<file path="src/i2cme_pkg.sv">
// ----------------------------------------------------------------------------
// I2C master byte engine package
// Shared types, command codes, sequencer phases and register indexes.
// ----------------------------------------------------------------------------
`default_nettype none

package i2cme_pkg;

  // Command codes carried by an input item.
  typedef enum logic [2:0] {
    CmdTick  = 3'd0,
    CmdStart = 3'd1,
    CmdStop  = 3'd2,
    CmdWrite = 3'd3,
    CmdRead  = 3'd4,
    CmdAddr  = 3'd5
  } cmd_t;

  // Bus sequencer phases.
  typedef enum logic [3:0] {
    PhIdle    = 4'd0,
    PhStWait  = 4'd1,
    PhStSetup = 4'd2,
    PhStHold  = 4'd3,
    PhSpWait  = 4'd4,
    PhSpSetup = 4'd5,
    PhSpFree  = 4'd6,
    PhBitLow  = 4'd7,
    PhBitWait = 4'd8,
    PhBitHigh = 4'd9
  } phase_t;

  // Configuration register indexes.
  localparam logic [0:0] CfgLowIdx  = 1'b0;
  localparam logic [0:0] CfgHighIdx = 1'b1;

  // Bit slot that carries the acknowledge.
  localparam logic [3:0] AckSlot = 4'd8;

  localparam logic [7:0] ByteOnes = 8'hFF;

  // One input item.
  typedef struct packed {
    logic [2:0] cmd;
    logic [7:0] data_byte;
    logic [6:0] target_address;
    logic       read_not_write;
    logic       more_follows;
    logic       scl_in;
    logic       sda_in;
  } item_t;

  // One result item.
  typedef struct packed {
    logic       scl_release;
    logic       sda_release;
    logic       busy_res;
    logic       done_res;
    logic [7:0] received_byte;
    logic       ack_level;
    logic       cmd_rejected;
  } result_t;

  // Timing configuration.
  typedef struct packed {
    logic [15:0] low_phase_ticks;
    logic [15:0] high_phase_ticks;
  } cfg_t;

endpackage

`default_nettype wire

</file>
<file path="src/i2cme_in_stage.sv">
// ----------------------------------------------------------------------------
// I2C master byte engine input register
// Holds one accepted item until the sequencer takes it.
// ----------------------------------------------------------------------------
`default_nettype none

module i2cme_in_stage (
  input  wire logic            clk,
  input  wire logic            rst_n,
  input  wire logic            up_valid,
  output logic                 up_ready,
  input  wire i2cme_pkg::item_t up_item,
  output logic                 dn_valid,
  input  wire logic            dn_take,
  output i2cme_pkg::item_t     dn_item
);

  logic             valid_r;
  i2cme_pkg::item_t item_r;

  // A new transfer is taken when the register is empty or drains this cycle.
  assign up_ready = !valid_r || dn_take;
  assign dn_valid = valid_r;
  assign dn_item  = item_r;

  always_ff @(posedge clk) begin
    if (!rst_n) begin
      valid_r <= 1'b0;
    end else if (up_ready) begin
      valid_r <= up_valid;
    end
  end

  // Payload register, loaded on every accepted transfer.
  always_ff @(posedge clk) begin
    if (up_valid && up_ready) begin
      item_r <= up_item;
    end
  end

endmodule

`default_nettype wire

</file>
<file path="src/i2cme_seq.sv">
// ----------------------------------------------------------------------------
// I2C master byte engine sequencer
// Holds the bus state and advances it by one step per item.
// ----------------------------------------------------------------------------
`default_nettype none

module i2cme_seq (
  input  wire logic              clk,
  input  wire logic              rst_n,
  input  wire logic              step,
  input  wire i2cme_pkg::item_t  item,
  input  wire i2cme_pkg::cfg_t   cfg,
  output i2cme_pkg::result_t     res,
  output i2cme_pkg::phase_t      phase
);

  i2cme_pkg::phase_t phase_r, phase_nxt;
  logic [2:0]        op_kind_r, op_kind_nxt;
  logic [15:0]       delay_count_r, delay_count_nxt;
  logic [7:0]        shift_reg_r, shift_reg_nxt;
  logic [3:0]        bit_index_r, bit_index_nxt;
  logic              ack_to_send_r, ack_to_send_nxt;
  logic              ack_seen_r, ack_seen_nxt;
  logic              scl_drive_r, scl_drive_nxt;
  logic              sda_drive_r, sda_drive_nxt;
  logic [7:0]        rx_hold_r, rx_hold_nxt;

  logic              is_cmd;
  logic              idle;
  logic              expired;
  logic [15:0]       delay_dec;
  logic [7:0]        begin_val;
  logic [3:0]        bit_inc;
  logic              op_is_read;
  logic              rejected;
  logic              done;

  assign phase = phase_r;
  assign idle  = (phase_r == i2cme_pkg::PhIdle);

  // Commands one to five start an operation.
  always_comb begin
    case (item.cmd) inside
      i2cme_pkg::CmdStart, i2cme_pkg::CmdStop, i2cme_pkg::CmdWrite,
      i2cme_pkg::CmdRead, i2cme_pkg::CmdAddr: is_cmd = 1'b1;
      default:                                is_cmd = 1'b0;
    endcase
  end

  // One tick of a timed phase; a count of zero or one runs out at once.
  assign expired   = (delay_count_r <= 16'd1);
  assign delay_dec = expired ? 16'd0 : (delay_count_r - 16'd1);
  assign bit_inc   = bit_index_r + 4'd1;
  assign op_is_read = (op_kind_r == i2cme_pkg::CmdRead);

  // Byte loaded into the shifter when a byte command starts.
  always_comb begin
    case (item.cmd)
      i2cme_pkg::CmdWrite: begin_val = item.data_byte;
      i2cme_pkg::CmdAddr:  begin_val = {item.target_address, item.read_not_write};
      default:             begin_val = i2cme_pkg::ByteOnes;
    endcase
  end

  // Next-state logic of the bus sequencer.
  always_comb begin
    phase_nxt       = phase_r;
    op_kind_nxt     = op_kind_r;
    delay_count_nxt = delay_count_r;
    shift_reg_nxt   = shift_reg_r;
    bit_index_nxt   = bit_index_r;
    ack_to_send_nxt = ack_to_send_r;
    ack_seen_nxt    = ack_seen_r;
    scl_drive_nxt   = scl_drive_r;
    sda_drive_nxt   = sda_drive_r;
    rx_hold_nxt     = rx_hold_r;
    rejected        = 1'b0;
    done            = 1'b0;

    if (is_cmd && idle) begin
      op_kind_nxt = item.cmd;
      unique case (item.cmd) inside
        i2cme_pkg::CmdStart: begin
          scl_drive_nxt = 1'b1;
          sda_drive_nxt = 1'b1;
          phase_nxt     = i2cme_pkg::PhStWait;
        end
        i2cme_pkg::CmdStop: begin
          sda_drive_nxt = 1'b0;
          scl_drive_nxt = 1'b1;
          phase_nxt     = i2cme_pkg::PhSpWait;
        end
        default: begin
          // Byte commands: first data slot starts with SCL low.
          if (item.cmd == i2cme_pkg::CmdRead) begin
            ack_to_send_nxt = !item.more_follows;
          end
          shift_reg_nxt   = begin_val;
          bit_index_nxt   = 4'd0;
          scl_drive_nxt   = 1'b0;
          delay_count_nxt = cfg.low_phase_ticks;
          sda_drive_nxt   = (item.cmd == i2cme_pkg::CmdRead) ? 1'b1 : begin_val[7];
          phase_nxt       = i2cme_pkg::PhBitLow;
        end
      endcase
    end else begin
      rejected = is_cmd;
      unique case (phase_r)
        i2cme_pkg::PhIdle: begin
        end
        i2cme_pkg::PhStWait: begin
          if (item.scl_in) begin
            delay_count_nxt = cfg.low_phase_ticks;
            phase_nxt       = i2cme_pkg::PhStSetup;
          end
        end
        i2cme_pkg::PhStSetup: begin
          delay_count_nxt = delay_dec;
          if (expired) begin
            sda_drive_nxt   = 1'b0;
            delay_count_nxt = cfg.low_phase_ticks;
            phase_nxt       = i2cme_pkg::PhStHold;
          end
        end
        i2cme_pkg::PhStHold: begin
          delay_count_nxt = delay_dec;
          if (expired) begin
            scl_drive_nxt = 1'b0;
            sda_drive_nxt = 1'b1;
            phase_nxt     = i2cme_pkg::PhIdle;
            done          = 1'b1;
          end
        end
        i2cme_pkg::PhSpWait: begin
          if (item.scl_in) begin
            delay_count_nxt = cfg.low_phase_ticks;
            phase_nxt       = i2cme_pkg::PhSpSetup;
          end
        end
        i2cme_pkg::PhSpSetup: begin
          delay_count_nxt = delay_dec;
          if (expired) begin
            sda_drive_nxt   = 1'b1;
            delay_count_nxt = cfg.high_phase_ticks;
            phase_nxt       = i2cme_pkg::PhSpFree;
          end
        end
        i2cme_pkg::PhSpFree: begin
          delay_count_nxt = delay_dec;
          if (expired) begin
            phase_nxt = i2cme_pkg::PhIdle;
            done      = 1'b1;
          end
        end
        i2cme_pkg::PhBitLow: begin
          delay_count_nxt = delay_dec;
          if (expired) begin
            scl_drive_nxt = 1'b1;
            phase_nxt     = i2cme_pkg::PhBitWait;
          end
        end
        i2cme_pkg::PhBitWait: begin
          // The target may stretch the clock; sample SDA once SCL reads high.
          if (item.scl_in) begin
            if (bit_index_r < i2cme_pkg::AckSlot) begin
              shift_reg_nxt = {shift_reg_r[6:0], item.sda_in};
            end else if (!op_is_read) begin
              ack_seen_nxt = item.sda_in;
            end
            delay_count_nxt = cfg.high_phase_ticks;
            phase_nxt       = i2cme_pkg::PhBitHigh;
          end
        end
        i2cme_pkg::PhBitHigh: begin
          delay_count_nxt = delay_dec;
          if (expired) begin
            scl_drive_nxt = 1'b0;
            if (bit_index_r >= i2cme_pkg::AckSlot) begin
              // End of the acknowledge slot closes the byte.
              if (op_is_read) begin
                rx_hold_nxt = shift_reg_r;
              end
              shift_reg_nxt = i2cme_pkg::ByteOnes;
              sda_drive_nxt = 1'b1;
              bit_index_nxt = 4'd0;
              phase_nxt     = i2cme_pkg::PhIdle;
              done          = 1'b1;
            end else begin
              bit_index_nxt   = bit_inc;
              delay_count_nxt = cfg.low_phase_ticks;
              if (bit_inc < i2cme_pkg::AckSlot) begin
                sda_drive_nxt = op_is_read ? 1'b1 : shift_reg_r[7];
              end else begin
                sda_drive_nxt = op_is_read ? ack_to_send_r : 1'b1;
              end
              phase_nxt = i2cme_pkg::PhBitLow;
            end
          end
        end
        default: begin
          phase_nxt = i2cme_pkg::PhIdle;
        end
      endcase
    end
  end

  // Result fields reflect the state after this step.
  always_comb begin
    res.scl_release   = scl_drive_nxt;
    res.sda_release   = sda_drive_nxt;
    res.busy_res      = (phase_nxt != i2cme_pkg::PhIdle);
    res.done_res      = done;
    res.received_byte = rx_hold_nxt;
    res.ack_level     = ack_seen_nxt;
    res.cmd_rejected  = rejected;
  end

  // Sequencer state registers.
  always_ff @(posedge clk) begin
    if (!rst_n) begin
      phase_r       <= i2cme_pkg::PhIdle;
      op_kind_r     <= 3'd0;
      delay_count_r <= 16'd0;
      shift_reg_r   <= i2cme_pkg::ByteOnes;
      bit_index_r   <= 4'd0;
      ack_to_send_r <= 1'b0;
      ack_seen_r    <= 1'b1;
      scl_drive_r   <= 1'b1;
      sda_drive_r   <= 1'b1;
      rx_hold_r     <= 8'd0;
    end else if (step) begin
      phase_r       <= phase_nxt;
      op_kind_r     <= op_kind_nxt;
      delay_count_r <= delay_count_nxt;
      shift_reg_r   <= shift_reg_nxt;
      bit_index_r   <= bit_index_nxt;
      ack_to_send_r <= ack_to_send_nxt;
      ack_seen_r    <= ack_seen_nxt;
      scl_drive_r   <= scl_drive_nxt;
      sda_drive_r   <= sda_drive_nxt;
      rx_hold_r     <= rx_hold_nxt;
    end
  end

endmodule

`default_nettype wire

</file>
<file path="src/i2cme_out_stage.sv">
// ----------------------------------------------------------------------------
// I2C master byte engine result register
// Holds one result until the consumer takes it.
// ----------------------------------------------------------------------------
`default_nettype none

module i2cme_out_stage (
  input  wire logic               clk,
  input  wire logic               rst_n,
  input  wire logic               up_valid,
  output logic                    up_ready,
  input  wire i2cme_pkg::result_t up_res,
  output logic                    dn_valid,
  input  wire logic               dn_ready,
  output i2cme_pkg::result_t      dn_res
);

  logic               valid_r;
  i2cme_pkg::result_t res_r;

  // The register takes a new result when empty or drained this cycle.
  assign up_ready = !valid_r || dn_ready;
  assign dn_valid = valid_r;
  assign dn_res   = res_r;

  always_ff @(posedge clk) begin
    if (!rst_n) begin
      valid_r <= 1'b0;
    end else if (up_ready) begin
      valid_r <= up_valid;
    end
  end

  // Payload register for the pending result.
  always_ff @(posedge clk) begin
    if (up_valid && up_ready) begin
      res_r <= up_res;
    end
  end

endmodule

`default_nettype wire

</file>
<file path="src/i2c_master_byte_engine_unit.sv">
// ----------------------------------------------------------------------------
// I2C master byte engine
// Bit-level I2C master sequencer with timed SCL phases and clock stretching.
// ----------------------------------------------------------------------------
// Path: an accepted input item is held in the input register, stepped by the sequencer and kept in the result register.
// Throughput: one item per cycle while the result register has room; the sequencer advances one step per item taken.
// Reset (synchronous, active low) empties both registers, idles the bus
// sequencer with both lines released and loads the default phase lengths.
`default_nettype none

module i2c_master_byte_engine_unit (
  input  wire logic        clk,
  input  wire logic        rst_n,
  // Input channel
  input  wire logic        in_valid,
  output logic             in_ready,
  input  wire logic [2:0]  in_cmd,
  input  wire logic [7:0]  in_data_byte,
  input  wire logic [6:0]  in_target_address,
  input  wire logic        in_read_not_write,
  input  wire logic        in_more_follows,
  input  wire logic        in_scl_in,
  input  wire logic        in_sda_in,
  // Result channel
  output logic             out_valid,
  input  wire logic        out_ready,
  output logic             out_scl_release,
  output logic             out_sda_release,
  output logic             out_busy_res,
  output logic             out_done_res,
  output logic [7:0]       out_received_byte,
  output logic             out_ack_level,
  output logic             out_cmd_rejected,
  // Configuration port
  input  wire logic        cfg_wr_en,
  input  wire logic [0:0]  cfg_index,
  input  wire logic [15:0] cfg_wr_data
);

  i2cme_pkg::item_t   in_item;
  i2cme_pkg::item_t   stage_item;
  i2cme_pkg::result_t step_res;
  i2cme_pkg::result_t out_res;
  i2cme_pkg::cfg_t    cfg_r;
  i2cme_pkg::phase_t  seq_phase;
  logic               stage_valid;
  logic               res_ready;
  logic               step;

  // Pack the input fields.
  always_comb begin
    in_item.cmd            = in_cmd;
    in_item.data_byte      = in_data_byte;
    in_item.target_address = in_target_address;
    in_item.read_not_write = in_read_not_write;
    in_item.more_follows   = in_more_follows;
    in_item.scl_in         = in_scl_in;
    in_item.sda_in         = in_sda_in;
  end

  // Configuration registers.
  always_ff @(posedge clk) begin
    if (!rst_n) begin
      cfg_r.low_phase_ticks  <= 16'd5;
      cfg_r.high_phase_ticks <= 16'd4;
    end else if (cfg_wr_en) begin
      unique case (cfg_index)
        i2cme_pkg::CfgLowIdx:  cfg_r.low_phase_ticks  <= cfg_wr_data;
        i2cme_pkg::CfgHighIdx: cfg_r.high_phase_ticks <= cfg_wr_data;
      endcase
    end
  end

  // The sequencer steps when an item waits and the result register has room.
  assign step = stage_valid && res_ready;

  i2cme_in_stage u_in_stage (
    .clk      (clk),
    .rst_n    (rst_n),
    .up_valid (in_valid),
    .up_ready (in_ready),
    .up_item  (in_item),
    .dn_valid (stage_valid),
    .dn_take  (step),
    .dn_item  (stage_item)
  );

  i2cme_seq u_seq (
    .clk   (clk),
    .rst_n (rst_n),
    .step  (step),
    .item  (stage_item),
    .cfg   (cfg_r),
    .res   (step_res),
    .phase (seq_phase)
  );

  i2cme_out_stage u_out_stage (
    .clk      (clk),
    .rst_n    (rst_n),
    .up_valid (stage_valid),
    .up_ready (res_ready),
    .up_res   (step_res),
    .dn_valid (out_valid),
    .dn_ready (out_ready),
    .dn_res   (out_res)
  );

  // Unpack the result fields.
  assign out_scl_release   = out_res.scl_release;
  assign out_sda_release   = out_res.sda_release;
  assign out_busy_res      = out_res.busy_res;
  assign out_done_res      = out_res.done_res;
  assign out_received_byte = out_res.received_byte;
  assign out_ack_level     = out_res.ack_level;
  assign out_cmd_rejected  = out_res.cmd_rejected;

  // A completed command always leaves the sequencer idle.
  a_done_not_busy: assert property (@(posedge clk) disable iff (!rst_n)
    out_valid && out_done_res |-> !out_busy_res)
    else $error("done reported while still busy");

  // A start command taken while idle enters the start wait phase.
  a_start_enters_wait: assert property (@(posedge clk) disable iff (!rst_n)
    step && (stage_item.cmd == i2cme_pkg::CmdStart) &&
    (seq_phase == i2cme_pkg::PhIdle) |=> (seq_phase == i2cme_pkg::PhStWait))
    else $error("start command did not enter the wait phase");

  // Reset leaves no result pending.
  a_reset_empty: assert property (@(posedge clk)
    !rst_n |=> !out_valid)
    else $error("result pending after reset");

endmodule

`default_nettype wire
</file>
<file path="config.mk">
export PLATFORM = sky130hd
export DESIGN_NAME = i2c_master_byte_engine_unit
export DESIGN_NICKNAME = d
export VERILOG_FILES = /design/src/i2cme_pkg.sv /design/src/i2cme_in_stage.sv /design/src/i2cme_seq.sv /design/src/i2cme_out_stage.sv /design/src/i2c_master_byte_engine_unit.sv
export SDC_FILE = /design/constraint.sdc
export NUM_CORES = 1
export LEC_CHECK = 0
export BUFFER_PORTS_ARGS = -buffer_cell sky130_fd_sc_hd__buf_4
export CORE_MARGIN = 3
export CORE_UTILIZATION = 50
export CTS_BUF_LIST = sky130_fd_sc_hd__clkbuf_2
export DETAILED_ROUTE_END_ITERATION = 8
export GPL_ROUTABILITY_DRIVEN = 0
export PLACE_DENSITY = 0.69
export RECOVER_POWER = 100
export SLEW_MARGIN = 40
export SYNTH_ARGS = -nofsm -noshare
export SYNTH_HDL_FRONTEND = slang
export SYNTH_HIERARCHICAL = 1
export SYNTH_SLANG_ARGS = --single-unit
</file>
<file path="constraint.sdc">
create_clock -name clk -period 2.4 [get_ports clk]
set_input_delay 0.6 -clock clk [delete_from_list [all_inputs] [get_ports clk]]
set_output_delay 0.6 -clock clk [all_outputs]
set_load 0.02 [all_outputs]
</file>
Yosys cells after proc, flatten, opt, wreduce, memory -nomap -nowiden
Index checks and enable logic that the tools add are counted.
{ "totals": {"n_memories": 0, "reg_bits": 117, "rom_bits": 0, "latchBits": 0, "out_inout_bits": 16, "in_bits": 44, "mem_bits_rw": 0, "word_cells": 151} }
{ "classes": {"muxes": 66, "n_mul": 0, "div_mod_pow": 0, "n_reduce_logical": 28, "n_addsub": 2, "magnitude_cmp": 4, "n_shift": 0, "n_bitwise": 2, "eq_ne": 21} }
{ "op_table": {"columns": ["op", "count"], "rows": [
  ["$mux 16", 9],
  ["$pmux 16 s6", 1],
  ["$mux 8", 11],
  ["$mux 4", 14],
  ["$pmux 4 s9", 1],
  ["$pmux 8 s2", 2],
  ["$mux 1", 22],
  ["$eq 4x3->1 const B", 4],
  ["$le 16x1->1 const B", 1],
  ["$sub 16x1->16 const B", 1],
  ["$ne 3x1->1 const B", 4],
  ["$reduce_or 2->1", 5],
  ["$eq 3x3->1 const B", 3],
  ["$eq 4x2->1 const B", 2],
  ["$eq 4x4->1 const B", 2],
  ["$lt 4x4->1 const B", 2],
  ["$reduce_and 4->1", 2],
  ["$reduce_and 7->1", 1],
  ["$reduce_bool 7->1", 1],
  ["$eq 3x2->1 const B", 2],
  ["$pmux 1 s2", 3],
  ["$pmux 3 s2", 1],
  ["$reduce_and 2->1", 3],
  ["$reduce_and 5->1", 1],
  ["other kinds (18)", 25]
]} }

Longest topological paths before layout
Gate-level depths: netlist (run 1).
{ "depth": {"depth_word": 7, "depth_mapped": 10, "ltp_nobuf": 8} }

By module
The synthesis (run 1) kept the hierarchy.
{ "modules_own_cells": {"columns": ["mod", "area_per_inst_um2", "seq_area_each_um2", "cells_each", "instances"], "rows": [
  ["i2cme_seq", 3321.9, 940.9, 433, 1],
  ["i2c_master_byte_engine_unit", 1255.0, 640.6, 128, 1],
  ["i2cme_in_stage", 718.2, 680.7, 27, 1],
  ["i2cme_out_stage", 478.0, 440.4, 19, 1]
]} }

Worst setup path after synthesis (run 1)
OpenSTA, ideal clock, no wires.
{ "synth_path": {"kind": "register to register", "from": "register u_seq.delay_count_r[0]", "to": "register u_out_stage.res_r, in the netlist u_out_stage/dn_res[11], data pin", "setup_slack_ns": -0.033, "t_arrival_ns": 2.162, "stages_incl_launch_ff": 10, "period_less_slack_ns": 2.433, "setup_ns": 0.272, "n_path_buf": 2, "t_required_ns": 2.128, "cell_sequence": "dfxtp_1 inv_1 ha_1 clkbuf_1 o21ai_1 or2_1 clkbuf_1 or3_1 o21ai_0 or4_1"} }
{ "synth_rtl": {"columns": ["item", "line_no", "text"], "rows": [
  ["start: declaration", "i2cme_seq.sv:19", "logic [15:0] delay_count_r, delay_count_nxt;"],
  ["start signal: assignment", "i2cme_seq.sv:234", "delay_count_r <= delay_count_nxt;"],
  ["end signal: assignment", "i2cme_out_stage.sv:37", "res_r <= up_res;"],
  ["end: declaration", "i2cme_out_stage.sv:19", "i2cme_pkg::result_t res_r;"]
]} }

Final worst setup path (run 1)
{ "layout_path": {"from": "register u_seq.phase_r[0] (netlist: u_seq/phase[0])", "to": "register u_seq.delay_count_r[0]"} }
{ "layout_between": {"elab_chain_len": 4, "word_cells_on_any_way": 20, "classes_between": "12 x eq/ne; 2 x mux; 6 x reduce/logical"} }
{ "layout_rtl": {"columns": ["item", "line_no", "text"], "rows": [
  ["start: declaration", "i2cme_seq.sv:17", "i2cme_pkg::phase_t phase_r, phase_nxt;"],
  ["start signal: assignment", "i2cme_seq.sv:221", "phase_r <= i2cme_pkg::PhIdle;"],
  ["start signal: assignment", "i2cme_seq.sv:232", "phase_r <= phase_nxt;"],
  ["$eq 4x2->1, or another cell as far along", "i2cme_seq.sv:108", "unique case (phase_r)"],
  ["$reduce_or 3->1 (no line), or another cell as far along", null, null],
  ["$reduce_bool 7->1 (no line), or another cell as far along", null, null],
  ["$reduce_and 5->1 (no line) or $mux 16 (tied branches)", null, null]
]} }
Parallel ways exist; a longest one is shown, timed or not.
A chain may end at the register's enable or synchronous reset.

==> metrics.txt, run 1 <==
Tcrit/Tclk final 96.1%; initial core utilization 52.1%; TritonCTS Buffers 17; Largest delay share family, worst path simple AND/OR/NAND/NOR gates; initial antenna violation count 1; placed inst area 6470 sq um; Avg Inst Size Synth 9.51 sq um; Setup WS pre-CTS 0.0412 ns; setup TNS 0 ns; total global routing overflow 0; fin. max-slew vios 0; Fillers 986; Port-buffer cells 59; first-pass GRT wire length 23,900 microns; outcome finished clean; max-cap violation count 0; DRC 0; Routed Antenna Nets 0; # setup viols final 0; CP Capture Type register; fmax 434 MHz; Worst setup SP type register; Finished Core Util 62.4%; Worst Max-Slew Pin Slew 1.27 ns; Clock Skews 0.0297 ns; Netlist Area Pre-Place 5770 sq um; DR pass1 iterations 5; drt wl/cell 17.5 microns; Power, Total 5.12 mW; layout cells sized above 1 20.7%; WS Path Type reg2reg; Total Wirelength 15,100 microns; top cell type by total area after synthesis dfxtp_1; CTS max path bufs 2; chip height 113 microns; clock root buffer clkbuf_2; vias in the first global route 4,834; Syn Inst Count 607; die width 113 microns; CP cell instances buf_4 -> inv_1 -> o211a_1 -> or4_1 -> or3b_1 -> buf_12 -> nand2_2 -> a221oi_2; worst hold path class in2reg; final cell area excluding filler cells 6920 sq um; WP buf/inv 3; worst hold margin 0.148 ns; largest net degree at the start of global routing 34; WP data required 3.00 ns; Post-synth EDFFs 36; Synthesis Warnings 6; Max FO, Critical Path 20; row count 38; post-DP HPWL 10,600 microns; H-Tree Depth 4; P_leak 2.76 nW; synth top area cells dfxtp_1 28%, edfxtp_1 19%, nand2_1 6.7%; CP peak stage delay 0.51 ns; top cell type's share of synthesized area 28.1%; Slowest-stage cell, CP or4_1; Netlist cell types 77; final hold vios 0; register area share after synthesis 46.8%; Worst Slack Setup Final 0.0946 ns; clk sinks 117; I/O pin total 60; Max VDD drop 364 uV; drt via density 5.85; Relative slew margins 15.2%; crit path time final 2.31 ns; core area 11,100 sq um; DR vias 5,033; Syn Nets 655; worst endpoint data arrival time 2.91 ns; clock-pin transition on the worst setup and hold timing paths 0.18 ns; Seq cells post-synth 117; cell count after placement 803; die area 12,900 sq um; post-route insts no fill 860; initial DRC count 479; CTS tree built; nets 754; Post-synth ARST share 0%; Primary FF master, synth dfxtp_1; global-route usage over all layers 23.5%; Area Overhead vs Synth 19.8%; Clk Latency, worst-skew pair 0.71 ns; pwr/cell area 740 nW/um^2
==> power by group <==
| group | internal (mW) | switching, mW | total, mW |
|---|---|---|---|
| registers | 2.17 | 0.104 | 2.27 |
| clock network | 0.700 | 0.729 | 1.43 |
| logic | 0.604 | 0.809 | 1.41 |
| total | 3.47 | 1.64 | 5.12 |
==> layout by cell type, fill, tap and decap left out, drive strengths merged, types with 16 or more instances in the layout <==
cell	n
dlygate4sd3	22
inv	16
clkbuf	69
nor2	30
o21ai	33
nand2	105
nor3	22
buf	54
mux2i	34
edfxtp	36
dfxtp	81
a21oi	31
==> worst paths after layout <==
path,startpoint,slack [ns],end,depth (start not counted)
worst min-delay path,cfg_wr_data[0],0.15,cfg_r[0],3
worst min register to register,u_seq/rx_hold_r[1],0.46,u_seq/rx_hold_r[1],2
worst max register to register,u_seq/phase[0],0.09,u_seq/delay_count_r[0],8
worst max-delay path,u_seq/phase[0],0.09,u_seq/delay_count_r[0],8
==> Yosys cell counts (all sizes together) (3+ instances only) <==
| library cell | count |
|---|---|
| nand3 | 7 |
| a222oi | 4 |
| o211ai | 14 |
| dfxtp | 81 |
| a21o | 5 |
| a21oi | 31 |
| xnor2 | 4 |
| or4 | 5 |
| o22ai | 9 |
| edfxtp | 36 |
| nor4 | 9 |
| o31ai | 3 |
| nand4 | 3 |
| nor3 | 22 |
| nor2b | 3 |
| ha | 4 |
| o21ai | 33 |
| nand2 | 105 |
| mux2i | 34 |
| a221oi | 9 |
| nand2b | 8 |
| buf | 19 |
| a211oi | 4 |
| nand3b | 4 |
| a21boi | 3 |
| inv | 16 |
| and2 | 6 |
| clkbuf | 24 |
| or2 | 3 |
| a31oi | 6 |
| xor2 | 8 |
| or3 | 5 |
| mux2 | 10 |
| o22a | 7 |
| nor2 | 30 |
==> worst register-to-register path, stage by stage, from the launching register on <==
cell      delay (ns)
dfxtp_1         0.37
buf_4           0.24
inv_1           0.19
o211a_1         0.23
or4_1           0.51
or3b_1          0.23
buf_12          0.15
nand2_2         0.06
a221oi_2        0.22
==> final cells by class <==
class	instances	area (sq um)	share of cell area, %
Multi-Input combinational cell	430	2790	40.3
Sequential cell	117	2710	39.1
Timing Repair Buffer	123	915	13.2
Tap cell	140	175	2.53
Clock inverter	10	155	2.24
Clock buffer	22	110	1.59
Inverter	17	63.8	0.923
Antenna cell	1	2.50	0.0362
==> sequential cells by signal, summed over array words and instances (netlist names) <==
register              flops
u_seq/op_kind_r           3
u_seq/sda_drive_r         1
u_seq/phase               4
u_seq/delay_count_r      16
u_in_stage/dn_valid       1
u_seq/scl_drive_r         1
u_seq/ack_to_send_r       1
u_out_stage/dn_valid      1
cfg_r                    32
u_seq/ack_seen_r          1
u_seq/rx_hold_r           8
u_out_stage/dn_res       14
u_seq/shift_reg_r         8
u_seq/bit_index_r         4
u_in_stage/dn_item       22
==> per-layer routing <==
| metal | share of wire (%) | up-vias | GRT usage [%] |
|---|---|---|---|
| li1 | - | 2414 | - |
| met1 | 42 | 2422 | 28.7 |
| met2 | 49 | 162 | 38.4 |
| met3 | 6.4 | 35 | 7.37 |
| met4 | 2.6 | 0 | 9.86 |
| met5 | 0 | - | 0 |
==> kinds of logic after synthesis <==
| logic type | count (synthesis) | share of synthesized area, % |
|---|---|---|
| AND/OR/NAND/NOR | 221 | 19.8 |
| AO/OA/AOI/OAI | 149 | 17.5 |
| flip-flops | 117 | 46.8 |
| buffers and inverters | 60 | 5.40 |
| multiplexers | 44 | 7.85 |
| XOR/XNOR | 12 | 1.82 |
| adder cells (fa/ha/maj) | 4 | 0.867 |
==> what timing repair did <==
item | 4_1_cts | 5_1_grt
pin swaps | 0 | 2
hold endpoints to repair | 0 | 22
buffers inserted | 1 | 1
hold buffers | 0 | 22
gates resized for setup | 3 | 11
setup endpoints to repair | 1 | 19
No activity file was read; power rests on OpenSTA's default activity.
==> inputs of run 2 (changes only) <==
GPL_TIMING_DRIVEN = 0   (was default)
==> run 2 against run 1 <==
Against the previous run:
- hold slack got worse by 0.0042 ns
- critical path depth fell by 1
- register-to-register slack got worse by 0.02 ns
- sequential cell count did not move
- via count rose by 1.8%
- wire length rose by 2.1%
- first-iteration DRC count rose by 9.8%
- final cell count rose by 0.23%
- critical endpoint is now u_out_stage/dn_res[11]
==> metrics.txt, run 2 (synthesis gave the netlist of run 1 again) <==
Worst Max-Slew Pin Slew 1.03 ns (was 1.27 ns); Largest register FFs 32 (unchanged); vias in the first global route 4,924 (was 4,834); P_leak 2.82 nW (was 2.76 nW); post-DP HPWL 10,600 microns (about the same); # setup viols final 0 (unchanged); worst endpoint data arrival time 2.75 ns (was 2.91 ns); total global routing overflow 0 (unchanged); row count 38 (unchanged); Largest delay share family, worst path simple AND/OR/NAND/NOR gates (unchanged); Largest Register cfg_r (unchanged); Reg-to-Reg Start u_seq/delay_count_r[11] (was u_seq/phase[0]); outcome finished clean (unchanged); clock root buffer clkbuf_2 (unchanged); met1 usage 30.8% (was 28.7%); chip height 113 microns (unchanged); fin. max-slew vios 0 (unchanged); drt via density 5.94 (was 5.85); final hold vios 0 (unchanged); initial antenna violation count 0 (was 1); core area 11,100 sq um (unchanged); first-pass GRT wire length 24,200 microns (was 23,900 microns); nets 757 (was 754); CTS tree built (unchanged); R2R setup slack 0.08 ns (was 0.09 ns); TritonCTS Buffers 17 (unchanged); reg2reg end u_out_stage/dn_res[11] (was u_seq/delay_count_r[0]); Worst Slack Setup Final 0.0758 ns (was 0.0946 ns); RSZ-0062 raised after global routing yes; Fillers 901 (was 986); Slowest-stage cell, CP dfxtp_1 (was or4_1); met3 track demand over resource 5.52% (was 7.37%); WP buf/inv 1 (was 3); Setup WS pre-CTS -0.468 ns (was 0.0412 ns); max-cap violation count 0 (unchanged); drt wl/cell 17.8 microns (was 17.5 microns); die width 113 microns (unchanged); Max FO, Critical Path 4 (was 20); WS Path Type reg2reg (unchanged); Tcrit/Tclk final 96.8% (was 96.1%); fmax 430 MHz (was 434 MHz); Inserted Diodes 0 (was 1); Clk Latency, worst-skew pair 0.70 ns (was 0.71 ns); CP peak stage delay 0.42 ns (was 0.51 ns); Finished Core Util 63.9% (was 62.4%); CP cell instances nor4_4 -> buf_4 -> nand4b_1 -> nor2_1 -> mux2_2 -> o211ai_1 -> or4_1 (was buf_4 -> inv_1 -> o211a_1 -> or4_1 -> or3b_1 -> buf_12 -> nand2_2 -> a221oi_2); DR vias 5,123 (was 5,033); Port-buffer cells 57 (was 59); commonest non-fill, non-tap cell in the layout nand2_1 (unchanged); Max VDD drop 552 uV (was 364 uV); Clock Skews 0.0321 ns (was 0.0297 ns); I/O pin total 60 (unchanged); Total Wirelength 15,400 microns (was 15,100 microns); initial core utilization 52.1% (unchanged); Hold EP u_in_stage/dn_valid (was cfg_r[0]); DRC 0 (unchanged); Routed Antenna Nets 0 (unchanged); worst hold path stage count 3 (unchanged); largest net degree at the start of global routing 23 (was 34); Area Overhead vs Synth 22.7% (was 19.8%); DR pass1 iterations 7 (was 5); CTS max path bufs 2 (unchanged); Relative slew margins 31.5% (was 15.2%); commonest cells after routing, fill and taps aside 101 x nand2_1, 76 x dfxtp_1, 50 x buf_4 (was 103 x nand2_1, 77 x dfxtp_1, 51 x buf_4); busiest grt layer met2 (unchanged); Worst setup SP type register (unchanged); clk sinks 117 (unchanged); initial DRC count 526 (was 479); worst hold margin 0.144 ns (was 0.148 ns); CP Capture Type register (unchanged); clock-pin transition on the worst setup and hold timing paths 0.18 ns (about the same); crit path time final 2.32 ns (was 2.31 ns); global-route usage over all layers 24.0% (was 23.5%); pwr/cell area 752 nW/um^2 (was 740 nW/um^2); layout cells sized above 1 24.1% (was 20.7%); worst hold path class in2reg (unchanged); die area 12,900 sq um (unchanged); H-Tree Depth 4 (unchanged); HP Start in_valid (was cfg_wr_data[0]); grt met2 use 38.2% (was 38.4%); WP data required 2.82 ns (was 3.00 ns); FF-to-FF path depth 7 (was 8)
[run 2: metrics by stage]
| stage | std cells | power, mW | TNS [ns] | cell area, sq um |
|---|---|---|---|---|
| after global routing | 862 | 5.58 | -0.0383 | 7080 |
| after global placement | 804 | 3.56 | -8.88 | 6380 |
| after detailed placement | 804 | 3.58 | -9.69 | 6390 |
| after CTS | 852 | 5.22 | 0 | 6930 |
| final | 862 | 5.33 | 0 | 7080 |
| after floorplan | 607 | 3.21 | 0 | 5780 |
[run 2: repair_timing]
action,in CTS,in global routing
endpoints found under the setup margin,45,45
hold buffers,16,5
hold endpoints to repair,16,5
resized for setup,25,31
pin swaps,5,7
gates cloned,0,0
buffers inserted,3,7
[run 2: routing by layer]
layer | share of wire [%] | up-vias
met5 | 0 | -
met4 | 2.6 | 0
met1 | 42 | 2424
met2 | 48 | 236
met3 | 6.8 | 39
li1 | - | 2424
[run 2: layout make-up]
cell class,count,area (sq um),share of cell area (%)
flip-flops and latches,117,2710,38.3
repair buffers,88,718,10.1
inverters,17,63.8,0.901
clock inverters,15,210,2.97
clock buffers,17,85.1,1.20
plain buffers,38,243,3.43
well taps,140,175,2.47
multi-input cells,430,2880,40.6
[run 2: worst max-delay path by stage]
stage,endpoint,slack [ns],cells past startpoint,start
CTS,u_out_stage/dn_res[11],0.001,8,u_seq/delay_count_r[1]
detailed placement,u_seq/delay_count_r[6],-0.47,9,out_ready
finish,u_out_stage/dn_res[11],0.08,7,u_seq/delay_count_r[11]
floorplan,u_out_stage/dn_res[11],0.07,9,u_seq/delay_count_r[0]
global route,u_seq/delay_count_r[0],-0.03,7,u_seq/phase[3]
global placement,u_seq/delay_count_r[6],-0.40,9,out_ready
[run 2: worst register-to-register path, delay by kind of cell (launching register included)]
kind,cells,cell delay [ns]
simple gates,4,1.16
compound gates,1,0.10
buf+inv,1,0.19
mux,1,0.18
flops,1,0.42
[run 2: report_power, final]
group | leakage [nW] | switching (mW) | internal [mW]
clock | 0.161 | 0.763 | 0.777
combinational | 1.66 | 0.858 | 0.655
sequential | 0.998 | 0.105 | 2.17
